--- config.mk ---
export PLATFORM = sky130hd
export DESIGN_NAME = information_frame_stuffing_framer
export DESIGN_NICKNAME = d
export VERILOG_FILES = /design/src/fsf_pkg.sv /design/src/information_frame_stuffing_framer.sv /design/src/fsf_front.sv /design/src/fsf_queue.sv /design/src/fsf_back.sv
export SDC_FILE = /design/constraint.sdc
export NUM_CORES = 1
export LEC_CHECK = 0
export ABC_CLOCK_PERIOD_IN_PS = 10800
export BUFFER_PORTS_ARGS = -buffer_cell sky130_fd_sc_hd__buf_4
export CAP_MARGIN = 20
export CORE_MARGIN = 2
export CORE_UTILIZATION = 43
export CTS_CLUSTER_DIAMETER = 80
export DETAILED_ROUTE_END_ITERATION = 10
export PLACE_DENSITY_LB_ADDON = 0.2
export SLEW_MARGIN = 0
export SYNTH_ARGS = -nofsm -noshare
export SYNTH_HDL_FRONTEND = slang
export SYNTH_SLANG_ARGS = --single-unit
--- constraint.sdc ---
create_clock -name clk -period 10.8 [get_ports clk]
set_input_delay 3.24 -clock clk [delete_from_list [all_inputs] [get_ports clk]]
set_output_delay 3.24 -clock clk [all_outputs]
set_load 0.02 [all_outputs]
--- src/fsf_pkg.sv ---
// ----------------------------------------------------------------------------
// fsf_pkg
// shared constants and types of the information frame stuffing framer
// ----------------------------------------------------------------------------
package fsf_pkg;

  // framing bytes
  localparam logic [7:0] FLAG_BYTE = 8'h7E;
  localparam logic [7:0] ESC_BYTE  = 8'h7D;
  localparam logic [7:0] ADDR_BYTE = 8'h03;
  localparam logic [7:0] CTRL_EVEN = 8'h00;
  localparam logic [7:0] CTRL_ODD  = 8'h40;
  localparam logic [7:0] DATA_CTRL = 8'h01;

  // length split radix for L2 / L1
  localparam int LENGTH_RADIX = 256;

  // queue between front and back
  localparam int QUEUE_DEPTH = 2;
  localparam int QUEUE_AW    = (QUEUE_DEPTH > 1) ? $clog2(QUEUE_DEPTH) : 1;
  localparam int QUEUE_CW    = $clog2(QUEUE_DEPTH + 1);

  // one classified payload byte
  typedef struct packed {
    logic       opens;      // first byte of a fragment, header goes first
    logic [7:0] number;
    logic [7:0] len_hi;     // L2
    logic [7:0] len_lo;     // L1
    logic       esc;        // payload byte needs an inserted escape
    logic [7:0] payload;
    logic       last;       // closes the frame
  } cmd_t;

  // queue status seen by front and back
  typedef struct packed {
    logic full;
    logic empty;
  } q_stat_t;

  // byte sequencer steps
  typedef enum logic [11:0] {
    ST_FLAG_OPEN  = 12'b0000_0000_0001,
    ST_ADDR       = 12'b0000_0000_0010,
    ST_CTRL       = 12'b0000_0000_0100,
    ST_BCC1       = 12'b0000_0000_1000,
    ST_DCTRL      = 12'b0000_0001_0000,
    ST_NUM        = 12'b0000_0010_0000,
    ST_L2         = 12'b0000_0100_0000,
    ST_L1         = 12'b0000_1000_0000,
    ST_ESC        = 12'b0001_0000_0000,
    ST_DATA       = 12'b0010_0000_0000,
    ST_BCC2       = 12'b0100_0000_0000,
    ST_FLAG_CLOSE = 12'b1000_0000_0000
  } step_t;

endpackage

--- src/information_frame_stuffing_framer.sv ---
// ----------------------------------------------------------------------------
// information_frame_stuffing_framer
// hdlc-style information frame builder with byte stuffing and xor checks
// ----------------------------------------------------------------------------
//
//  channel | direction | handshake            | payload
//  --------+-----------+----------------------+------------------------------
//  in_     | input     | in_valid / in_stall   | payload byte, number, length,
//          |           |                      | last byte mark
//  out_    | output    | out_valid / out_stall | framed byte, run last,
//          |           |                      | frame end
//
//  the back sequencer emits one framed byte per cycle while out_stall is low;
//    each item causes 1 framed byte when it is a plain middle byte, 2 when
//    escaped, 9 or 10 when it opens a frame, plus 2 when it closes one
//  the front takes a transfer whenever the two-entry queue has room
//  reset (rst_n low, synchronous) clears the frame flag, queue, sequencer
//    and running check; no clearing pass is needed
//  out_stall holds the output register; the queue lets the input keep
//    taking transfers while the back waits
//
module information_frame_stuffing_framer (
  input  logic       clk,
  input  logic       rst_n,
  // input channel
  input  logic       in_valid,
  output logic       in_stall,
  input  logic [7:0] in_payload_byte,
  input  logic [7:0] in_fragment_number,
  input  logic [8:0] in_fragment_length,
  input  logic       in_last_byte,
  // result channel
  output logic       out_valid,
  input  logic       out_stall,
  output logic [7:0] out_byte,
  output logic       out_run_last,
  output logic       out_frame_end
);

  // front to queue
  logic             q_push;
  fsf_pkg::cmd_t    q_push_cmd;
  // queue to back
  logic             q_pop;
  fsf_pkg::cmd_t    q_head;
  fsf_pkg::q_stat_t q_stat;

  // front: classifies each byte (frame opening, escape, length split)
  fsf_front u_front (
    .clk                (clk),
    .rst_n              (rst_n),
    .in_valid           (in_valid),
    .in_stall           (in_stall),
    .in_payload_byte    (in_payload_byte),
    .in_fragment_number (in_fragment_number),
    .in_fragment_length (in_fragment_length),
    .in_last_byte       (in_last_byte),
    .q_stat             (q_stat),
    .q_push             (q_push),
    .q_cmd              (q_push_cmd)
  );

  // short decoupling queue
  fsf_queue u_queue (
    .clk      (clk),
    .rst_n    (rst_n),
    .push     (q_push),
    .push_cmd (q_push_cmd),
    .pop      (q_pop),
    .head_cmd (q_head),
    .stat     (q_stat)
  );

  // back: byte sequencer with running check and output register
  fsf_back u_back (
    .clk           (clk),
    .rst_n         (rst_n),
    .q_stat        (q_stat),
    .q_head        (q_head),
    .q_pop         (q_pop),
    .out_valid     (out_valid),
    .out_stall     (out_stall),
    .out_byte      (out_byte),
    .out_run_last  (out_run_last),
    .out_frame_end (out_frame_end)
  );

endmodule

--- src/fsf_front.sv ---
// ----------------------------------------------------------------------------
// fsf_front
// accepts payload bytes, tracks frame opening and classifies each byte
// ----------------------------------------------------------------------------
module fsf_front (
  input  logic                  clk,
  input  logic                  rst_n,
  input  logic                  in_valid,
  output logic                  in_stall,
  input  logic [7:0]            in_payload_byte,
  input  logic [7:0]            in_fragment_number,
  input  logic [8:0]            in_fragment_length,
  input  logic                  in_last_byte,
  input  fsf_pkg::q_stat_t      q_stat,
  output logic                  q_push,
  output fsf_pkg::cmd_t         q_cmd
);

  logic inside_frame_r;
  logic inside_frame_nxt;

  assign in_stall = q_stat.full;
  assign q_push   = in_valid && !q_stat.full;

  always_comb begin
    q_cmd.opens   = !inside_frame_r;
    q_cmd.number  = in_fragment_number;
    q_cmd.len_hi  = 8'(in_fragment_length / fsf_pkg::LENGTH_RADIX);
    q_cmd.len_lo  = 8'(in_fragment_length % fsf_pkg::LENGTH_RADIX);
    q_cmd.esc     = (in_payload_byte == fsf_pkg::FLAG_BYTE) ||
                    (in_payload_byte == fsf_pkg::ESC_BYTE);
    q_cmd.payload = in_payload_byte;
    q_cmd.last    = in_last_byte;
  end

  // frame stays open until the byte marked last
  always_comb begin
    inside_frame_nxt = inside_frame_r;
    if (q_push) begin
      inside_frame_nxt = !in_last_byte;
    end
  end

  always_ff @(posedge clk) begin
    if (!rst_n) begin
      inside_frame_r <= 1'b0;
    end else begin
      inside_frame_r <= inside_frame_nxt;
    end
  end

endmodule

--- src/fsf_queue.sv ---
// ----------------------------------------------------------------------------
// fsf_queue
// short command queue between the front and the back
// ----------------------------------------------------------------------------
module fsf_queue (
  input  logic             clk,
  input  logic             rst_n,
  input  logic             push,
  input  fsf_pkg::cmd_t    push_cmd,
  input  logic             pop,
  output fsf_pkg::cmd_t    head_cmd,
  output fsf_pkg::q_stat_t stat
);

  fsf_pkg::cmd_t                   entry_r [fsf_pkg::QUEUE_DEPTH];
  logic [fsf_pkg::QUEUE_AW-1:0]    wr_ptr_r, wr_ptr_nxt;
  logic [fsf_pkg::QUEUE_AW-1:0]    rd_ptr_r, rd_ptr_nxt;
  logic [fsf_pkg::QUEUE_CW-1:0]    count_r, count_nxt;
  logic                            do_push;
  logic                            do_pop;

  assign stat.full  = (count_r == fsf_pkg::QUEUE_CW'(fsf_pkg::QUEUE_DEPTH));
  assign stat.empty = (count_r == '0);
  assign do_push    = push && !stat.full;
  assign do_pop     = pop && !stat.empty;
  assign head_cmd   = entry_r[rd_ptr_r];

  always_comb begin
    wr_ptr_nxt = wr_ptr_r;
    rd_ptr_nxt = rd_ptr_r;
    count_nxt  = count_r;
    if (do_push) begin
      wr_ptr_nxt = (wr_ptr_r == fsf_pkg::QUEUE_AW'(fsf_pkg::QUEUE_DEPTH - 1)) ?
                   '0 : wr_ptr_r + 1'b1;
    end
    if (do_pop) begin
      rd_ptr_nxt = (rd_ptr_r == fsf_pkg::QUEUE_AW'(fsf_pkg::QUEUE_DEPTH - 1)) ?
                   '0 : rd_ptr_r + 1'b1;
    end
    if (do_push && !do_pop) begin
      count_nxt = count_r + 1'b1;
    end else if (do_pop && !do_push) begin
      count_nxt = count_r - 1'b1;
    end
  end

  always_ff @(posedge clk) begin
    if (!rst_n) begin
      wr_ptr_r <= '0;
      rd_ptr_r <= '0;
      count_r  <= '0;
    end else begin
      wr_ptr_r <= wr_ptr_nxt;
      rd_ptr_r <= rd_ptr_nxt;
      count_r  <= count_nxt;
    end
  end

  always_ff @(posedge clk) begin
    if (do_push) begin
      entry_r[wr_ptr_r] <= push_cmd;
    end
  end

endmodule

--- src/fsf_back.sv ---
// ----------------------------------------------------------------------------
// fsf_back
// byte sequencer: header, stuffed payload, bcc2 and closing flag
// ----------------------------------------------------------------------------
module fsf_back (
  input  logic             clk,
  input  logic             rst_n,
  input  fsf_pkg::q_stat_t q_stat,
  input  fsf_pkg::cmd_t    q_head,
  output logic             q_pop,
  output logic             out_valid,
  input  logic             out_stall,
  output logic [7:0]       out_byte,
  output logic             out_run_last,
  output logic             out_frame_end
);

  logic                  busy_r, busy_nxt;
  fsf_pkg::step_t        step_r, step_nxt;
  fsf_pkg::cmd_t         cmd_r;
  logic [7:0]            chk_r, chk_nxt;
  logic                  out_valid_r, out_valid_nxt;
  logic [7:0]            out_byte_r;
  logic                  out_run_last_r;
  logic                  out_frame_end_r;

  fsf_pkg::cmd_t         cur_cmd;
  fsf_pkg::step_t        cur_step;
  fsf_pkg::step_t        after_step;
  logic                  have;
  logic                  adv;
  logic                  emit;
  logic                  final_step;
  logic [7:0]            ctrl_byte;
  logic [7:0]            emit_byte;

  assign have    = busy_r || !q_stat.empty;
  assign adv     = !out_valid_r || !out_stall;
  assign emit    = adv && have;
  assign cur_cmd = busy_r ? cmd_r : q_head;
  assign q_pop   = emit && !busy_r;

  assign ctrl_byte = cur_cmd.number[0] ? fsf_pkg::CTRL_ODD : fsf_pkg::CTRL_EVEN;

  // step of the current item: the held step while busy, else the entry step of a fresh item
  always_comb begin
    if (busy_r) begin
      cur_step = step_r;
    end else if (q_head.opens) begin
      cur_step = fsf_pkg::ST_FLAG_OPEN;
    end else if (q_head.esc) begin
      cur_step = fsf_pkg::ST_ESC;
    end else begin
      cur_step = fsf_pkg::ST_DATA;
    end
  end

  always_comb begin
    emit_byte  = fsf_pkg::FLAG_BYTE;
    after_step = fsf_pkg::ST_FLAG_OPEN;
    final_step = 1'b0;
    chk_nxt    = chk_r;
    case (cur_step)
      fsf_pkg::ST_FLAG_OPEN: begin
        emit_byte  = fsf_pkg::FLAG_BYTE;
        after_step = fsf_pkg::ST_ADDR;
      end
      fsf_pkg::ST_ADDR: begin
        emit_byte  = fsf_pkg::ADDR_BYTE;
        after_step = fsf_pkg::ST_CTRL;
      end
      fsf_pkg::ST_CTRL: begin
        emit_byte  = ctrl_byte;
        after_step = fsf_pkg::ST_BCC1;
      end
      fsf_pkg::ST_BCC1: begin
        emit_byte  = fsf_pkg::ADDR_BYTE ^ ctrl_byte;
        after_step = fsf_pkg::ST_DCTRL;
      end
      fsf_pkg::ST_DCTRL: begin
        emit_byte  = fsf_pkg::DATA_CTRL;
        after_step = fsf_pkg::ST_NUM;
        chk_nxt    = fsf_pkg::DATA_CTRL;  // check restarts with the packet
      end
      fsf_pkg::ST_NUM: begin
        emit_byte  = cur_cmd.number;
        after_step = fsf_pkg::ST_L2;
        chk_nxt    = chk_r ^ cur_cmd.number;
      end
      fsf_pkg::ST_L2: begin
        emit_byte  = cur_cmd.len_hi;
        after_step = fsf_pkg::ST_L1;
        chk_nxt    = chk_r ^ cur_cmd.len_hi;
      end
      fsf_pkg::ST_L1: begin
        emit_byte  = cur_cmd.len_lo;
        after_step = cur_cmd.esc ? fsf_pkg::ST_ESC : fsf_pkg::ST_DATA;
        chk_nxt    = chk_r ^ cur_cmd.len_lo;
      end
      fsf_pkg::ST_ESC: begin
        emit_byte  = fsf_pkg::ESC_BYTE;
        after_step = fsf_pkg::ST_DATA;
        chk_nxt    = chk_r ^ fsf_pkg::ESC_BYTE;
      end
      fsf_pkg::ST_DATA: begin
        emit_byte  = cur_cmd.payload;
        after_step = fsf_pkg::ST_BCC2;
        final_step = !cur_cmd.last;
        chk_nxt    = chk_r ^ cur_cmd.payload;
      end
      fsf_pkg::ST_BCC2: begin
        emit_byte  = chk_r;
        after_step = fsf_pkg::ST_FLAG_CLOSE;
        chk_nxt    = '0;
      end
      fsf_pkg::ST_FLAG_CLOSE: begin
        emit_byte  = fsf_pkg::FLAG_BYTE;
        after_step = fsf_pkg::ST_FLAG_OPEN;
        final_step = 1'b1;
      end
      default: begin
        emit_byte  = fsf_pkg::FLAG_BYTE;
        after_step = fsf_pkg::ST_FLAG_OPEN;
        final_step = 1'b1;
      end
    endcase
  end

  always_comb begin
    busy_nxt      = busy_r;
    step_nxt      = step_r;
    out_valid_nxt = out_valid_r;
    if (adv) begin
      out_valid_nxt = have;
    end
    if (emit) begin
      busy_nxt = !final_step;
      step_nxt = after_step;
    end
  end

  always_ff @(posedge clk) begin
    if (!rst_n) begin
      busy_r      <= 1'b0;
      step_r      <= fsf_pkg::ST_FLAG_OPEN;
      chk_r       <= '0;
      out_valid_r <= 1'b0;
    end else begin
      busy_r      <= busy_nxt;
      step_r      <= step_nxt;
      out_valid_r <= out_valid_nxt;
      if (emit) begin
        chk_r <= chk_nxt;
      end
    end
  end

  always_ff @(posedge clk) begin
    if (q_pop) begin
      cmd_r <= q_head;
    end
    if (emit) begin
      out_byte_r      <= emit_byte;
      out_run_last_r  <= final_step;
      out_frame_end_r <= (cur_step == fsf_pkg::ST_FLAG_CLOSE);
    end
  end

  assign out_valid     = out_valid_r;
  assign out_byte      = out_byte_r;
  assign out_run_last  = out_run_last_r;
  assign out_frame_end = out_frame_end_r;

endmodule
* Word level (Yosys, flattened, before mapping)
Memories as Yosys holds them, arrays and structs flattened. A register that Yosys moved wholly into a read port is not among the register bits.
Index checks and enable logic that the tools add are counted.
** Word-level totals
- Word-level logic and storage cells :: 91
- Flip-flop bits (word level) :: 71
- Memories kept :: 1
- Bits in writable memories :: 56
- Input port bits :: 30
- Output and inout bits :: 12
** Memories
- u_queue.entry_r :: depth 2, bits a word 28, rd ports 1, clocked after memory_dff 1, write ports 1, RTL line fsf_queue.sv:15 : fsf_pkg::cmd_t entry_r [fsf_pkg::QUEUE_DEPTH];
** Operators by class
- Mux-type cells :: 18
- Equality and inequality tests :: 15
- Bitwise logic cells :: 7
- Reduce and logical (&&, ||, !) cells :: 28
- $add $sub $neg :: 4
** Operators with widths (number)
- case mux 12 bit (11 select lines) :: 1
- case mux 8 bit (10 select lines) :: 1
- case mux 8 bit (7 select lines) :: 1
- 2-to-1 mux 34 bit :: 1
- bitwise XOR 8 bit :: 4
- 2-to-1 mux 10 bit :: 3
- equality test 8 x 7 -> 1 bit (second input constant) :: 2
- equality test 12 x 1 -> 1 bit (second input constant) :: 1
- equality test 12 x 10 -> 1 bit (second input constant) :: 1
- equality test 12 x 11 -> 1 bit (second input constant) :: 1
- equality test 12 bit (second input constant) :: 1
- equality test 12 x 2 -> 1 bit (second input constant) :: 1
- equality test 12 x 3 -> 1 bit (second input constant) :: 1
- equality test 12 x 4 -> 1 bit (second input constant) :: 1
- equality test 12 x 5 -> 1 bit (second input constant) :: 1
- equality test 12 x 6 -> 1 bit (second input constant) :: 1
- equality test 12 x 7 -> 1 bit (second input constant) :: 1
- equality test 12 x 8 -> 1 bit (second input constant) :: 1
- equality test 12 x 9 -> 1 bit (second input constant) :: 1
- 2-to-1 mux 12 bit :: 1
- logical NOT 1 bit :: 11
- OR reduction 10 bit :: 1
- logical AND 1 bit :: 7
- 2-to-1 mux 7 bit :: 1
- other kinds (17) :: 26

* Logic depth before layout (Yosys ltp)
- Depth in word-level cells :: 9
- Gate-level depth with buffers :: 9
- Gate-level depth less buffers :: 8

* Hierarchy
Synthesis repeated with hierarchy kept, for this count alone.
** Second synthesis, totals
- Cells, all modules :: 492
- Area, all modules :: 6502.5 um2
** By module, submodules not included
- fsf_back :: cells an instance 314, seq. area each 1761.7 um2, area each 3404.5 um2, instances 1
- fsf_queue :: cells an instance 134, seq. area each 2202.1 um2, area each 2757.6 um2, instances 1
- fsf_front :: cells an instance 44, seq. area each 20.0 um2, area each 340.3 um2, instances 1

* Least setup slack after synthesis
No wires, ideal clock.
- Path kind :: input to register
- From :: in out_stall
- To :: reg u_queue.count_r[1] (netlist bit)
- Data arrival time :: 5.677 ns
- Library setup time :: 0.071 ns
- Stages :: 6
- Path buffers :: 0
- Data required time :: 10.729 ns
- Slack :: 5.053 ns
- Cell sequence :: a21o_1 nor2_1 inv_1 ha_1 or3_1 a21oi_1
** On the way
- Cells in the longest elaborated chain, start to end :: 8
- Elaborated cells on any way between the ends :: 10
- Classes of those cells :: 1 x mux; 9 x reduce/logical
** RTL lines
- start, declared :: RTL line information_frame_stuffing_framer.sv:34 : input logic out_stall,
- logical NOT 1 bit * :: RTL line fsf_back.sv:38 : assign adv = !out_valid_r || !out_stall;
- logical OR 1 bit * :: RTL line fsf_back.sv:38
- logical AND 1 bit * :: RTL line fsf_back.sv:39 : assign emit = adv && have;
- logical AND 1 bit * :: RTL line fsf_back.sv:41 : assign q_pop = emit && !busy_r;
- net q_pop :: RTL line information_frame_stuffing_framer.sv:44 : logic q_pop;
- logical AND 1 bit * :: RTL line fsf_queue.sv:25 : assign do_pop = pop && !stat.empty;
- logical NOT 1 bit :: RTL line fsf_queue.sv:40 : if (do_push && !do_pop) begin
- logical AND 1 bit :: RTL line fsf_queue.sv:40
- 2-to-1 mux 2 bit or nonzero test 2 bit (tied branches)
- end signal, assigned :: RTL line fsf_queue.sv:55 : count_r <= count_nxt;
- end, declared :: RTL line fsf_queue.sv:18 : logic [fsf_pkg::QUEUE_CW-1:0] count_r, count_nxt;
Mark *: on every way through the listed nets, which the timed path passes. The rest lies on a longest branch.
A chain may end at the register's enable or synchronous reset.

* Final worst setup path
Ends and elaborated chain as after synthesis.

==> key figures <==
Timing
  • Final Max Slew Viols: 0
  • Max Clk Rate: 0.204 GHz
  • Final setup skew: 0.00501 ns
  • Final setup violating endpoints: 0
  • Measured slew at the worst slew-check pin: 1.16 ns
  • Number of hold-slack violations in the final timing report: 0
  • Setup repair after global routing missed its margin: no
  • Fin Setup TNS: 0 ns
  • Period utilisation layout: 0.454
  • Worst slew margin relative to its limit: 0.222
  • Post-layout minimum cycle time: 4.90 ns

Cells and area
  • Fraction of final layout cells sized beyond drive strength 1: 0.271
  • Count of filler cells inserted in the layout: 1,102
  • Antenna fix cells: 0
  • Area delta synth->final: 18.5%
  • Post-layout net count: 505

Critical path
  • Endpoint of the worst register-to-register path: u_back.out_byte[3]
  • Kind of critical path: primary input to flip-flop
  • Highest net fanout along the worst path: 29
  • Launching point of the worst reg2reg path: u_back.busy_r
  • Logic depth of the worst register-to-register path: 7
  • R2R setup slack: 7.37 ns
  • Worst Path Required: 11.14 ns
  • Kind of launch point of the worst setup path: primary input
  • Endpoint arrival time on the critical path: 5.24 ns
  • Critical path endpoint category: flip-flop

Global route
  • Overall global routing resource usage: 0.179
  • Leftover overflow at the end of global routing: 0
  • Initial antenna violation count: 0
  • Global-route wire length before repair: 19,000 um
  • Maximum number of pins on one net before global-route repair: 42
  • Number of global-route vias before repair: 3,603

Logic synthesis
  • Largest area contributor in the synthesized netlist: sky130_fd_sc_hd__edfxtp_1
  • Portion of netlist area occupied by mux cells: 0.101
  • Post-synthesis instance total: 430
  • Count of yosys warnings during synthesis: 0
  • Nets in the synthesized netlist: 461
  • Number of enable flip-flop cells after synthesis: 93
  • Most common flop cell mapped by yosys: sky130_fd_sc_hd__edfxtp_1
  • Fraction of synthesized cell area in xor and xnor cells: 0.0111
  • Compound-Gate Fraction of Synth Area: 0.0975
  • Share of flip-flops with an asynchronous set or reset: 0
  • Distinct cell type count after synthesis: 73
  • List of most frequent post-synthesis cells: sky130_fd_sc_hd__edfxtp_1 (93), sky130_fd_sc_hd__mux2_2 (32), sky130_fd_sc_hd__nand2_1 (32)
  • Cell types with the largest area share after synthesis: sky130_fd_sc_hd__edfxtp_1 (50%), sky130_fd_sc_hd__dfxtp_1 (10%), sky130_fd_sc_hd__mux2_2 (6.5%)
  • Area share of fa/ha/maj cells after synthesis: 0.00226
  • Flop and latch count out of synthesis: 121
  • Sequential-to-total area share from yosys stat: 0.605
  • Most common cell in the synthesized netlist: sky130_fd_sc_hd__edfxtp_1
  • Synth Area in Simple Gates: 0.154
  • Combinational family with the most area after synthesis: simple AND/OR/NAND/NOR gates
  • Mean Syn Cell Area: 12.9 um^2
  • Area share of the leading cell type in the synthesized netlist: 0.504
  • Cell area after technology mapping: 5540 um^2

Routing
  • Total vias in the final route: 3,683
  • Routed len/inst: 17.9 um
  • Wl on met1: 5340 um
  • Post-route antenna net violation count: 0
  • Number of design-rule violations left by the first detailed-router iteration: 213
  • Iteration count of the initial detailed-routing pass: 4
  • DRC Markers: 0
  • Top metal layer carrying routed signals: met4
  • Wire length on met2: 5430 um
  • Wire length on met3: 758 um
  • DR vias/cell: 5.59
  • Total Wirelength: 11,800 um

Place
  • Buffers on Ports: 41
  • DP Wirelength: 7720 um
  • Gp weighted congestion: 0.841

CTS
  • Clock sink total: 121
  • Resized cells post-CTS: 0
  • H-Tree Level Count: 4
  • Clock Root Buffer: sky130_fd_sc_hd__clkbuf_16
  • Clock edge transition at the registers on the reported setup and hold paths: 0.05 ns
  • CTS Buffer Depth: 2
  • Skew-Pair Late Insertion Delay: 0.41 ns
  • Clock buffer count from CTS: 17
  • Clock tree from TritonCTS: done
  • Setup bufs post-CTS: 0
  • Number of hold buffers added after cts: 0

Floorplan
  • Number of standard-cell rows in the floorplan: 41
  • Chip Height: 118 um
  • Chip Width: 118 um
  • I/O pin count: 42
  • Total core area: 12,600 um^2
  • Die Outline Area: 13,800 um^2
  • Starting utilization of the core area: 0.439

Worst hold path
  • Class of the most critical hold timing path: flip-flop to flip-flop
  • Hold endpoint: u_back.chk_r[7]
  • Worst Hold Path Cells: 2
  • Origin of the worst min-delay path: u_back.chk_r[7]

Pwr
  • Cell area power density: 281 nW/um^2
  • Leakage power: 2.27 nW
  • Power consumption: 1.84 mW
  • IR Drop Worst-Case VDD: 120 uV

Run status
  • Outcome: finished clean

Run
  • Count of maximum capacitance violations: 0
[where the power goes]
group	switching [mW]	internal (mW)
sequential	0.0510	0.672
combinational	0.358	0.225
clock	0.187	0.350
total	0.597	1.25
[area by class of cell]
type                       count  area (um^2)  share of cell area
tap                          172          215              0.0328
timing repair buffer          47          373              0.0568
clock buffer                  24          472              0.0718
clock inverter                 8         97.6              0.0149
sequential                   121         3350               0.511
multi-input combinational    280         2030               0.309
inverter                       7         26.3             0.00400
[per-layer routing]
layer / track usage / vias up
li1: - / 1760
met1: 0.245 / 1793
met2: 0.275 / 110
met3: 0.0431 / 20
met4: 0.0708 / 0
met5: 0 / -
[through the flow]
| stage | hold slack (ns) | area, um^2 | setup slack, ns | utilization | instances |
|---|---|---|---|---|---|
| 6_report | 0.490 | 6570 | 5.90 | 0.521 | 659 |
| 4_1_cts | 0.491 | 6540 | 5.53 | 0.518 | 658 |
| 3_3_place_gp | 0.466 | 5970 | 5.24 | 0.473 | 626 |
| 5_1_grt | 0.515 | 6570 | 5.81 | 0.521 | 659 |
| 2_1_floorplan | 0.443 | 5540 | 5.05 | - | 430 |
| 3_5_place_dp | 0.483 | 5970 | 5.21 | 0.473 | 626 |
[state kept, by name (all words and copies together) (netlist names), 2 cells and up, named ones only]
| name | flops |
|---|---|
| u_queue.entry_r | 56 |
| u_back.cmd_r | 27 |
| u_back.step_r | 12 |
| u_back.chk_r | 8 |
| u_back.out_byte | 8 |
| u_queue.count_r | 2 |
[how the worst max path moves through the flow]
| stage | cells after the start | to | slack, ns | startpoint |
|---|---|---|---|---|
| 2_1_floorplan | 6 | u_queue.count_r[1] | 5.05 | out_stall |
| 3_3_place_gp | 6 | u_back.chk_r[3] | 5.24 | out_stall |
| 3_5_place_dp | 6 | u_back.chk_r[5] | 5.21 | out_stall |
| 4_1_cts | 6 | u_back.chk_r[2] | 5.53 | out_stall |
| 5_1_grt | 8 | u_queue.count_r[1] | 5.81 | out_stall |
| 6_report | 8 | u_queue.count_r[1] | 5.90 | out_stall |
[logic make-up (layout without fill, tap and decap cells)]
group	count (synthesis)	in the layout
compound gates	73	73
mux	52	52
xor+xnor	7	7
buf+inv	29	86
simple gates	147	147
fa+ha+maj	1	1
flops	121	121
[cells in the final DEF (no fill, tap or decap), types with 4 or more instances in the layout]
cell,count
sky130_fd_sc_hd__a21oi_2,5
sky130_fd_sc_hd__clkbuf_16,17
sky130_fd_sc_hd__nand3_1,13
sky130_fd_sc_hd__dfxtp_1,27
sky130_fd_sc_hd__inv_1,7
sky130_fd_sc_hd__a2111oi_0,5
sky130_fd_sc_hd__nand2_1,32
sky130_fd_sc_hd__nor4_1,12
sky130_fd_sc_hd__nor3_1,16
sky130_fd_sc_hd__edfxtp_1,93
sky130_fd_sc_hd__buf_4,46
sky130_fd_sc_hd__clkbuf_1,5
sky130_fd_sc_hd__mux2i_1,20
sky130_fd_sc_hd__a21oi_1,22
sky130_fd_sc_hd__xnor2_1,5
sky130_fd_sc_hd__mux2_2,32
sky130_fd_sc_hd__a211o_1,5
sky130_fd_sc_hd__nand4_1,4
sky130_fd_sc_hd__and2_1,5
sky130_fd_sc_hd__nor2_1,18
sky130_fd_sc_hd__o21ai_0,5
[worst max-delay path, stage by stage]
cell and delay, ns:
sky130_fd_sc_hd__buf_4 0.11, sky130_fd_sc_hd__a21o_1 0.37, sky130_fd_sc_hd__nor2_2 0.16, sky130_fd_sc_hd__buf_4 0.40
sky130_fd_sc_hd__inv_1 0.10, sky130_fd_sc_hd__ha_1 0.32, sky130_fd_sc_hd__or3_1 0.39, sky130_fd_sc_hd__a21oi_1 0.14
(Power assumes the default switching activity.)
